File: config.mk
export PLATFORM = sky130hd
export DESIGN_NAME = lfu_cache_table_core_flat
export DESIGN_NICKNAME = d
export VERILOG_FILES = /design/src/rtl/lfu_pkg.sv /design/src/rtl/lfu_if.sv /design/src/rtl/lfu_cache_table_core.sv /design/src/rtl/lfu_ram.sv /design/src/flat_wrapper.sv
export SDC_FILE = /design/constraint.sdc
export NUM_CORES = 1
export LEC_CHECK = 0
export ABC_AREA = 1
export BUFFER_PORTS_ARGS = -buffer_cell sky130_fd_sc_hd__buf_4
export CELL_PAD_IN_SITES_DETAIL_PLACEMENT = 1
export CELL_PAD_IN_SITES_GLOBAL_PLACEMENT = 1
export CORE_MARGIN = 2
export CORE_UTILIZATION = 50
export DETAILED_ROUTE_END_ITERATION = 8
export GPL_TIMING_DRIVEN = 0
export HOLD_SLACK_MARGIN = 0.12
export PLACE_DENSITY = 0.8
export SLEW_MARGIN = 30
export SYNTH_ARGS = -nofsm -noshare
export SYNTH_HDL_FRONTEND = slang
export SYNTH_SLANG_ARGS = --single-unit
File: constraint.sdc
create_clock -name clk -period 11.72 [get_ports clk]
set_clock_uncertainty 0.1 [all_clocks]
set_input_delay 2.344 -clock clk [delete_from_list [all_inputs] [get_ports clk]]
set_output_delay 2.344 -clock clk [all_outputs]
set_load 0.02 [all_outputs]
File: src/rtl/lfu_pkg.sv
// Shared constants for the frequency-based key-value cache.
// No dependencies; used by the channel interfaces, the cache core and the testbench.
`timescale 1ns / 1ps
`default_nettype none
package lfu_pkg;
	localparam int ENTRIES_DEF    = 16;
	localparam int KEY_BITS_DEF   = 16;
	localparam int COUNT_BITS_DEF = 16;

	// Fixed field widths of the transaction payloads and the capacity register.
	localparam int KEY_W   = 16;
	localparam int VALUE_W = 32;
	localparam int CAP_W   = 5;

	localparam logic [CAP_W-1:0]   CAP_RESET  = 5'd16;
	localparam logic [VALUE_W-1:0] MISS_VALUE = 32'hFFFF_FFFF;

	// Operation codes.
	localparam logic KIND_GET = 1'b0;
	localparam logic KIND_PUT = 1'b1;
endpackage
`default_nettype wire

File: src/rtl/lfu_if.sv
// Valid/ready channel interfaces for request and response transactions.
// Depends on lfu_pkg for the payload widths.
`timescale 1ns / 1ps
`default_nettype none
interface lfu_req_if;
	import lfu_pkg::*;
	logic               valid;
	logic               ready;
	logic               kind;
	logic [KEY_W-1:0]   key;
	logic [VALUE_W-1:0] write_value;
	modport source (output valid, kind, key, write_value, input ready);
	modport sink (input valid, kind, key, write_value, output ready);
endinterface

interface lfu_rsp_if;
	import lfu_pkg::*;
	logic               valid;
	logic               ready;
	logic               found;
	logic [VALUE_W-1:0] read_value;
	logic               evicted;
	logic [KEY_W-1:0]   evicted_key;
	modport source (output valid, found, read_value, evicted, evicted_key, input ready);
	modport sink (input valid, found, read_value, evicted, evicted_key, output ready);
endinterface
`default_nettype wire

File: src/rtl/lfu_cache_table_core.sv
// Top level of the frequency-based key-value cache.
// Depends on lfu_pkg, lfu_req_if, lfu_rsp_if and lfu_ram.
//
// One request transaction (get or put) is handled at a time and yields exactly
// one response transaction. Entries live in a single RAM read one entry per
// cycle: a lookup sweep finds the hit, the eviction victim (lowest use count,
// oldest among equals) and the first free slot, then a read-modify-write sweep
// rewrites counts and recency ranks, and the key and value that a put writes. A
// get miss or a put at capacity zero skips the second sweep. Before it returns
// to idle an operation waits while the previous response is still held. Valid
// bits are flip-flops cleared by reset, so no clearing pass is needed. The user
// must write the capacity register only while no request is outstanding; the
// block itself does not enforce this.
`timescale 1ns / 1ps
`default_nettype none
module lfu_cache_table_core #(
	parameter int ENTRIES    = lfu_pkg::ENTRIES_DEF,
	parameter int KEY_BITS   = lfu_pkg::KEY_BITS_DEF,
	parameter int COUNT_BITS = lfu_pkg::COUNT_BITS_DEF
) (
	input  wire logic                      clk,
	input  wire logic                      arst_n,
	input  wire logic                      cfg_we,
	input  wire logic [lfu_pkg::CAP_W-1:0] cfg_wdata,
	lfu_req_if.sink                        req,
	lfu_rsp_if.source                      rsp
);
	import lfu_pkg::*;

	localparam int IDX_W = ENTRIES > 1 ? $clog2(ENTRIES) : 1;
	localparam int OCC_W = $clog2(ENTRIES + 1);
	localparam int CMP_W = OCC_W > CAP_W ? OCC_W : CAP_W;

	localparam logic [2:0] S_IDLE   = 3'd0;
	localparam logic [2:0] S_SCAN   = 3'd1;
	localparam logic [2:0] S_DECIDE = 3'd2;
	localparam logic [2:0] S_UPD    = 3'd3;
	localparam logic [2:0] S_DONE   = 3'd4;

	typedef struct packed {
		logic [KEY_BITS-1:0]   key;
		logic [VALUE_W-1:0]    value;
		logic [COUNT_BITS-1:0] count;
		logic [IDX_W-1:0]      rank;
	} entry_t;

	logic [2:0]         state_q;
	logic [IDX_W:0]     sweep_q;
	logic               rvld_s1;
	logic [IDX_W-1:0]   ridx_s1;
	logic [CAP_W-1:0]   cap_q;
	logic [OCC_W-1:0]   occ_q;
	logic [ENTRIES-1:0] valid_q;

	logic                op_kind_q;
	logic [KEY_BITS-1:0] op_key_q;
	logic [VALUE_W-1:0]  op_wv_q;

	logic                  hit_q;
	logic [IDX_W-1:0]      hit_idx_q;
	logic [VALUE_W-1:0]    hit_val_q;
	logic [IDX_W-1:0]      hit_rank_q;
	logic                  vic_q;
	logic [IDX_W-1:0]      vic_idx_q;
	logic [COUNT_BITS-1:0] vic_cnt_q;
	logic [IDX_W-1:0]      vic_rank_q;
	logic [KEY_BITS-1:0]   vic_key_q;
	logic                  free_q;
	logic [IDX_W-1:0]      free_idx_q;

	logic             touch_q;
	logic             ins_q;
	logic             evict_q;
	logic [IDX_W-1:0] tgt_q;

	logic               rsp_valid_q;
	logic               rsp_found_q;
	logic [VALUE_W-1:0] rsp_value_q;
	logic               rsp_evicted_q;
	logic [KEY_W-1:0]   rsp_ekey_q;

	entry_t           rd_entry;
	entry_t           wr_entry;
	logic [$bits(entry_t)-1:0] ram_rdata;
	logic             ram_we;
	logic             rd_valid;
	logic             sweep_end;
	logic             req_acc;
	logic [CMP_W-1:0] cap_x;
	logic [CMP_W-1:0] cap_eff;
	logic             cap_nz;
	logic             is_put;
	logic             d_touch;
	logic             d_evict;
	logic             d_ins;
	logic [IDX_W-1:0] d_tgt;
	logic [ENTRIES-1:0] valid_ins;

	assign rd_entry  = entry_t'(ram_rdata);
	assign rd_valid  = valid_q[ridx_s1];
	assign sweep_end = sweep_q == (IDX_W + 1)'(ENTRIES);
	assign req_acc   = req.valid && req.ready;
	assign req.ready = state_q == S_IDLE;
	assign ram_we    = rvld_s1 && state_q == S_UPD;

	lfu_ram #(
		.WIDTH($bits(entry_t)),
		.DEPTH(ENTRIES)
	) u_ram (
		.clk  (clk),
		.we   (ram_we),
		.waddr(ridx_s1),
		.wdata(wr_entry),
		.raddr(sweep_q[IDX_W-1:0]),
		.rdata(ram_rdata)
	);

	// Effective capacity and the replacement decision after the lookup sweep.
	always_comb begin
		cap_x   = CMP_W'(cap_q);
		cap_eff = cap_x > CMP_W'(ENTRIES) ? CMP_W'(ENTRIES) : cap_x;
		cap_nz  = cap_q != '0;
		is_put  = op_kind_q == KIND_PUT;
		d_touch = hit_q && (!is_put || cap_nz);
		d_evict = is_put && !hit_q && cap_nz && vic_q && (CMP_W'(occ_q) >= cap_eff);
		d_ins   = is_put && !hit_q && cap_nz && (free_q || d_evict);
		if (d_touch) begin
			d_tgt = hit_idx_q;
		end else if (d_evict && (!free_q || vic_idx_q < free_idx_q)) begin
			d_tgt = vic_idx_q;
		end else begin
			d_tgt = free_idx_q;
		end
	end

	// Valid bits after an insertion, with the victim cleared first.
	always_comb begin
		valid_ins = valid_q;
		if (evict_q) begin
			valid_ins[vic_idx_q] = 1'b0;
		end
		valid_ins[tgt_q] = 1'b1;
	end

	// New contents of the entry read back during the update sweep.
	always_comb begin
		wr_entry = rd_entry;
		if (touch_q) begin
			if (ridx_s1 == tgt_q) begin
				wr_entry.rank = '0;
				if (rd_entry.count != '1) begin
					wr_entry.count = rd_entry.count + COUNT_BITS'(1);
				end
				if (op_kind_q == KIND_PUT) begin
					wr_entry.value = op_wv_q;
				end
			end else if (rd_valid && rd_entry.rank < hit_rank_q) begin
				wr_entry.rank = rd_entry.rank + IDX_W'(1);
			end
		end else if (ins_q) begin
			if (ridx_s1 == tgt_q) begin
				wr_entry.key   = op_key_q;
				wr_entry.value = op_wv_q;
				wr_entry.count = COUNT_BITS'(1);
				wr_entry.rank  = '0;
			end else if (rd_valid && !(evict_q && ridx_s1 == vic_idx_q)) begin
				if (!(evict_q && rd_entry.rank > vic_rank_q)) begin
					wr_entry.rank = rd_entry.rank + IDX_W'(1);
				end
			end
		end
	end

	// Capacity register.
	always_ff @(posedge clk or negedge arst_n) begin
		if (!arst_n) begin
			cap_q <= CAP_RESET;
		end else if (cfg_we) begin
			cap_q <= cfg_wdata;
		end
	end

	// Sequencer, sweep counter, valid bits and occupancy.
	always_ff @(posedge clk or negedge arst_n) begin
		if (!arst_n) begin
			state_q <= S_IDLE;
			sweep_q <= '0;
			rvld_s1 <= 1'b0;
			valid_q <= '0;
			occ_q   <= '0;
		end else begin
			rvld_s1 <= (state_q == S_SCAN || state_q == S_UPD) && !sweep_end;
			if (state_q == S_SCAN || state_q == S_UPD) begin
				sweep_q <= sweep_q + (IDX_W + 1)'(1);
			end
			unique case (state_q)
				S_IDLE: begin
					if (req_acc) begin
						state_q <= S_SCAN;
						sweep_q <= '0;
					end
				end
				S_SCAN: begin
					if (sweep_end) begin
						state_q <= S_DECIDE;
					end
				end
				S_DECIDE: begin
					sweep_q <= '0;
					state_q <= (d_touch || d_ins) ? S_UPD : S_DONE;
				end
				S_UPD: begin
					if (sweep_end) begin
						state_q <= S_DONE;
						if (ins_q) begin
							if (!evict_q) begin
								occ_q <= occ_q + OCC_W'(1);
							end
							valid_q <= valid_ins;
						end
					end
				end
				S_DONE: begin
					if (!rsp_valid_q || rsp.ready) begin
						state_q <= S_IDLE;
					end
				end
				default: state_q <= S_IDLE;
			endcase
		end
	end

	// Read index pipeline register, captured request payload and captured decision.
	always_ff @(posedge clk) begin
		ridx_s1 <= sweep_q[IDX_W-1:0];
		if (req_acc) begin
			op_kind_q <= req.kind;
			op_key_q  <= KEY_BITS'(req.key);
			op_wv_q   <= req.write_value;
		end
		if (state_q == S_DECIDE) begin
			touch_q <= d_touch;
			ins_q   <= d_ins;
			evict_q <= d_evict;
			tgt_q   <= d_tgt;
		end
	end

	// Lookup sweep: hit, victim and first free slot.
	always_ff @(posedge clk or negedge arst_n) begin
		if (!arst_n) begin
			hit_q  <= 1'b0;
			vic_q  <= 1'b0;
			free_q <= 1'b0;
		end else if (req_acc) begin
			hit_q  <= 1'b0;
			vic_q  <= 1'b0;
			free_q <= 1'b0;
		end else if (rvld_s1 && state_q == S_SCAN) begin
			if (rd_valid && rd_entry.key == op_key_q && !hit_q) begin
				hit_q <= 1'b1;
			end
			if (rd_valid && (!vic_q || rd_entry.count < vic_cnt_q ||
				(rd_entry.count == vic_cnt_q && rd_entry.rank > vic_rank_q))) begin
				vic_q <= 1'b1;
			end
			if (!rd_valid && !free_q) begin
				free_q <= 1'b1;
			end
		end
	end

	always_ff @(posedge clk) begin
		if (rvld_s1 && state_q == S_SCAN) begin
			if (rd_valid && rd_entry.key == op_key_q && !hit_q) begin
				hit_idx_q  <= ridx_s1;
				hit_val_q  <= rd_entry.value;
				hit_rank_q <= rd_entry.rank;
			end
			if (rd_valid && (!vic_q || rd_entry.count < vic_cnt_q ||
				(rd_entry.count == vic_cnt_q && rd_entry.rank > vic_rank_q))) begin
				vic_idx_q  <= ridx_s1;
				vic_cnt_q  <= rd_entry.count;
				vic_rank_q <= rd_entry.rank;
				vic_key_q  <= rd_entry.key;
			end
			if (!rd_valid && !free_q) begin
				free_idx_q <= ridx_s1;
			end
		end
	end

	// Response register; the next request may arrive while it waits.
	always_ff @(posedge clk or negedge arst_n) begin
		if (!arst_n) begin
			rsp_valid_q <= 1'b0;
		end else if (state_q == S_DONE && (!rsp_valid_q || rsp.ready)) begin
			rsp_valid_q <= 1'b1;
		end else if (rsp.ready) begin
			rsp_valid_q <= 1'b0;
		end
	end

	always_ff @(posedge clk) begin
		if (state_q == S_DONE && (!rsp_valid_q || rsp.ready)) begin
			rsp_found_q   <= hit_q;
			rsp_value_q   <= (hit_q && op_kind_q == KIND_GET) ? hit_val_q : MISS_VALUE;
			rsp_evicted_q <= ins_q && evict_q && touch_q == 1'b0 && state_q == S_DONE
				&& (hit_q == 1'b0);
			rsp_ekey_q    <= (ins_q && evict_q && !hit_q) ? KEY_W'(vic_key_q) : '0;
		end
	end

	assign rsp.valid       = rsp_valid_q;
	assign rsp.found       = rsp_found_q;
	assign rsp.read_value  = rsp_value_q;
	assign rsp.evicted     = rsp_evicted_q;
	assign rsp.evicted_key = rsp_ekey_q;

	// Occupancy always matches the number of valid entries.
	a_occ_count: assert property (@(posedge clk) disable iff (!arst_n)
		$countones(valid_q) == int'(occ_q))
		else $error("occupancy differs from valid entry count");

	// Occupancy never exceeds the table size.
	a_occ_max: assert property (@(posedge clk) disable iff (!arst_n)
		int'(occ_q) <= ENTRIES)
		else $error("occupancy above table size");

	// An update sweep either refreshes a hit or inserts, never both.
	a_one_action: assert property (@(posedge clk) disable iff (!arst_n)
		state_q == S_UPD |-> !(touch_q && ins_q))
		else $error("touch and insert in one update sweep");

	// Insertion without eviction always has a free slot to land in.
	a_ins_free: assert property (@(posedge clk) disable iff (!arst_n)
		(state_q == S_UPD && ins_q && !evict_q) |-> free_q)
		else $error("insert without free slot");
endmodule
`default_nettype wire

File: src/rtl/lfu_ram.sv
// Generic single-write, single-read RAM with a registered read port.
// No dependencies.
`timescale 1ns / 1ps
`default_nettype none
module lfu_ram #(
	parameter int WIDTH = 8,
	parameter int DEPTH = 16
) (
	input  wire logic                                     clk,
	input  wire logic                                     we,
	input  wire logic [(DEPTH > 1 ? $clog2(DEPTH) : 1)-1:0] waddr,
	input  wire logic [WIDTH-1:0]                         wdata,
	input  wire logic [(DEPTH > 1 ? $clog2(DEPTH) : 1)-1:0] raddr,
	output logic      [WIDTH-1:0]                         rdata
);
	logic [WIDTH-1:0] mem [DEPTH];

	// Write port and registered read port.
	always_ff @(posedge clk) begin
		if (we) begin
			mem[waddr] <= wdata;
		end
		rdata <= mem[raddr];
	end
endmodule
`default_nettype wire

File: src/flat_wrapper.sv
// flat-port wrapper written by rule: the top's interface ports become plain ports
module lfu_cache_table_core_flat import lfu_pkg::*;
#(
	parameter int ENTRIES    = lfu_pkg::ENTRIES_DEF,
	parameter int KEY_BITS   = lfu_pkg::KEY_BITS_DEF,
	parameter int COUNT_BITS = lfu_pkg::COUNT_BITS_DEF
)
  (clk, arst_n, cfg_we, cfg_wdata, req_valid, req_kind, req_key, req_write_value, req_ready, rsp_valid, rsp_found, rsp_read_value, rsp_evicted, rsp_evicted_key, rsp_ready);
  lfu_req_if req_i ();
  lfu_rsp_if rsp_i ();
  input  wire logic clk;
  input  wire logic arst_n;
  input  wire logic cfg_we;
  input  wire logic [lfu_pkg::CAP_W-1:0] cfg_wdata;
  input wire logic [$bits(req_i.valid)-1:0] req_valid;
  input wire logic [$bits(req_i.kind)-1:0] req_kind;
  input wire logic [$bits(req_i.key)-1:0] req_key;
  input wire logic [$bits(req_i.write_value)-1:0] req_write_value;
  output wire logic [$bits(req_i.ready)-1:0] req_ready;
  output wire logic [$bits(rsp_i.valid)-1:0] rsp_valid;
  output wire logic [$bits(rsp_i.found)-1:0] rsp_found;
  output wire logic [$bits(rsp_i.read_value)-1:0] rsp_read_value;
  output wire logic [$bits(rsp_i.evicted)-1:0] rsp_evicted;
  output wire logic [$bits(rsp_i.evicted_key)-1:0] rsp_evicted_key;
  input wire logic [$bits(rsp_i.ready)-1:0] rsp_ready;
  assign req_i.valid = req_valid;
  assign req_i.kind = req_kind;
  assign req_i.key = req_key;
  assign req_i.write_value = req_write_value;
  assign req_ready = req_i.ready;
  assign rsp_valid = rsp_i.valid;
  assign rsp_found = rsp_i.found;
  assign rsp_read_value = rsp_i.read_value;
  assign rsp_evicted = rsp_i.evicted;
  assign rsp_evicted_key = rsp_i.evicted_key;
  assign rsp_i.ready = rsp_ready;
  lfu_cache_table_core #(.ENTRIES(ENTRIES), .KEY_BITS(KEY_BITS), .COUNT_BITS(COUNT_BITS)) u_core (.clk(clk), .arst_n(arst_n), .cfg_we(cfg_we), .cfg_wdata(cfg_wdata), .req(req_i), .rsp(rsp_i));
endmodule
==> results.toml <==
[floorplanning]
rows = 120
io_pins = 111
die_area_um2 = 110600
initial_core_util = 0.5041
fp.dieH_um = 332.5
fp.dieW_um = 332.5
core-area_um2 = 107100

[logic_synthesis]
synth_xor_area_frac = 0.003246
synth_ff_type = "edfxtp_1"
avgSynthCellArea_um2 = 13.30
yosys_warnings = 0
synth_top_family_by_area = "compound AO/OA/AOI/OAI gates"
synth_top_area_frac = 0.7111
synthArstFlopShare = 0.02808
synth_fa_ha_area_frac = 0.008347
yosysMostFrequentCell = "edfxtp_1"
synth_mux_area_frac = 0.0004173
syn_inst = 4059
yosysTopAreaCell = "edfxtp_1"
yosys.area_share.simple = 0.08409
synth-edff-count = 1278
synthTopCellsByCount = "edfxtp_1, nor2_1, o21ai_0"
syn_area_um2 = 53970
synthesis.nets = 4154
synth_compound_area_frac = 0.1177
synth_area_leaders = "edfxtp_1, o21ai_0, nor2_1, o221ai_1, dfxtp_1"
synth_seq_area_share = 0.7560
ys_ff_latch = 1389
synth.distinct_cells = 43

[route]
wire_per_inst_um = 34.34
drtIter0Drc = 5900
drc_errors = 0
via_per_inst = 6.731
drtAntennaViolNets = 0
wl_um = 203800
num_vias = 39930
drt-pass1-iter-count = 6

[placement]
place.gp.congestion = 0.8703
dp_hpwl_um = 132100
portBuffers = 109
dp_cells = 5670

[global_route]
antenna_found_initial = 11
grt.overflow.total = 0
grt_first_pass_wirelength_um = 289900
grt_max_degree = 40
grt_pass1_vias = 42370
grt_usage = 0.3638

[setup_path]
worstPathArrival_ns = 1.80
crit_fanout = 5
required_ns = 9.28
crit_slowest_cell = "dfrtp_1"
end_kind = "primary output"
slowest_delay_ns = 0.44
worstSetupPathType = "register to primary output"
crit_chain = "nor2_1 > inv_1 > nor2_1 > buf_4"
worstSetupStartpointType = "register"
crit_top_cell = "nor2_1"

[clocking]
ctsLongestPathBuffers = 3
cts_setup_buffers = 0
clock_latency_ns = 0.78
cts_root_buffer = "clkbuf_16"
clkSinkCount = 1389
cts_tree = "built"
post_cts_resized = 0
htree_levels = 4
cts_made_buffers = 142
cts_hold_buf = 0
clk_pin_slew_ns = 0.06

[final_layout]
final_cells = 5933
syn2layout_area_growth_pct = 18.43
fillers = 10220
drive_gt1_frac = 0.1242
fin_nets = 4506

[sta]
setup_viol = 0
tns_ns = 0
relSlewSlack = 0.2506
min_period_ns = 4.241
rsz0062_at_grt = "no"
worstMarginPinSlew_ns = 1.124
slew_violations = 0
fmaxAchievable_ghz = 0.2358
hold_viol_final = 0
finalCritPeriodShare = 0.3619

[run]
max_cap_violations = 0

[worst_hold_path]
min_path_type = "register to register"

[power]
p_per_area_nw_per_um2 = 263.3
vdd_drop_max_v = 0.0001812
p_leak_nw = 21.61

[status]
status = "completed"
## metrics by stage
stage	utilization	area (um^2)	setup slack, ns	power, mW	hold slack (ns)
after detailed placement	0.5538	59290	8.000	11.95	0.2888
final	0.5970	63910	7.479	16.83	0.3381
after CTS	0.5963	63840	7.485	16.52	0.3239
after global placement	0.5281	56540	2.685	11.44	0.2572
after global routing	0.5970	63910	7.402	17.13	0.3338
after floorplan	-	53970	6.645	9.351	0.2454
## flip-flops by register name (all words and copies together) (netlist names), 5 cells and up
name and cells:
u_core.valid_q 16, u_core.vic_cnt_q 16, u_core.occ_q 5, u_core.u_ram.mem 1088, u_core.hit_val_q 32, u_core.cap_q 5, u_core.op_key_q 16, u_core.u_ram.rdata 68
u_core.op_wv_q 32, u_core.vic_key_q 16, u_core.rsp.evicted_key 16, u_core.rsp.read_value 32, u_core.sweep_q 5
## worst max-delay path: cells and delay by family (launching register included)
family                 cells  cell delay (ns)
buffers and inverters      2             0.25
flip-flops                 1             0.44
AND/OR/NAND/NOR            2             0.34
## path summary, 6_finish.rpt
check,from,endpoint,slack (ns),cells past startpoint
setup / recovery,u_core.state_q[2]$_DFFE_PN0P_,req_ready,7.48,4
hold / removal,u_core.sweep_q[3]$_DFF_PN0_,u_core.ridx_s1[3]$_DFF_P_,0.34,0
setup reg to reg,u_core.sweep_q[0]$_DFF_PN0_,u_core.u_ram.rdata[34]$_DFF_P_,7.81,9
hold reg to reg,u_core.sweep_q[3]$_DFF_PN0_,u_core.ridx_s1[3]$_DFF_P_,0.34,0
max in group asynchronous,arst_n,u_core.valid_q[15]$_DFFE_PN0P_,9.63,1
min in group asynchronous,arst_n,u_core.rsp.valid$_DFFE_PN0P_,1.49,1
## cell type report
class | instances | area (um^2) | share of cell area
flip-flops and latches | 1389 | 40800 | 0.6383
multi-input cells | 2252 | 11850 | 0.1853
clock buffers | 192 | 3965 | 0.06204
repair buffers | 208 | 3298 | 0.05160
well taps | 1403 | 1755 | 0.02747
plain buffers | 250 | 1025 | 0.01603
inverters | 168 | 635.6 | 0.009945
clock inverters | 67 | 583.1 | 0.009123
diodes | 4 | 10.01 | 0.0001566
## cell families (layout without fill, tap and decap cells)
group / count (synthesis) / in the layout
AOI/OAI and AO/OA: 1058 / 1058
xor gates and xnor gates: 20 / 20
adders and majority gates: 36 / 36
buffers and inverters: 418 / 885
DFF: 1389 / 1389
muxes: 2 / 2
other: 0 / 4
and+or+nand+nor: 1136 / 1136
## power by group
part           leakage, nW  total (mW)  internal [mW]  switching, mW
Clock                 2.23        4.52           2.52           1.99
Combinational         6.83        5.55           1.17           4.38
Sequential            12.6        6.76           6.49          0.268
Total                 21.6        16.8           10.2           6.64
## routing by layer
layer  up-vias  share of wire  GRT usage
met4        16          0.073     0.2355
met2      3234           0.47     0.5911
li1      15780              -          -
met5         -        0.00045          0
met1     19990           0.34     0.4265
met3       922           0.12     0.1005
## cell usage in the layout, fill, tap and decap left out, types with 7 or more instances in the layout
master and n:
o221ai_1 197, o21ai_2 19, edfxtp_1 1278, clkbuf_2 18, buf_4 111, o21ai_0 613
dfrtp_1 38, nand2_1 300, xor2_1 17, o211ai_1 77, clkinv_2 23, buf_6 10
inv_6 7, dfxtp_1 72, clkbuf_16 145, inv_1 160, nor2_4 20, nor3_1 9
a21oi_1 57, nand3_1 106, clkinv_1 19, clkbuf_8 16, nor2_1 637, buf_16 80
clkbuf_1 226, nor2_2 34, ha_1 36, o22ai_1 78, buf_2 27, nand4_1 14
Note: power is estimated with default switching activity, not from simulation.
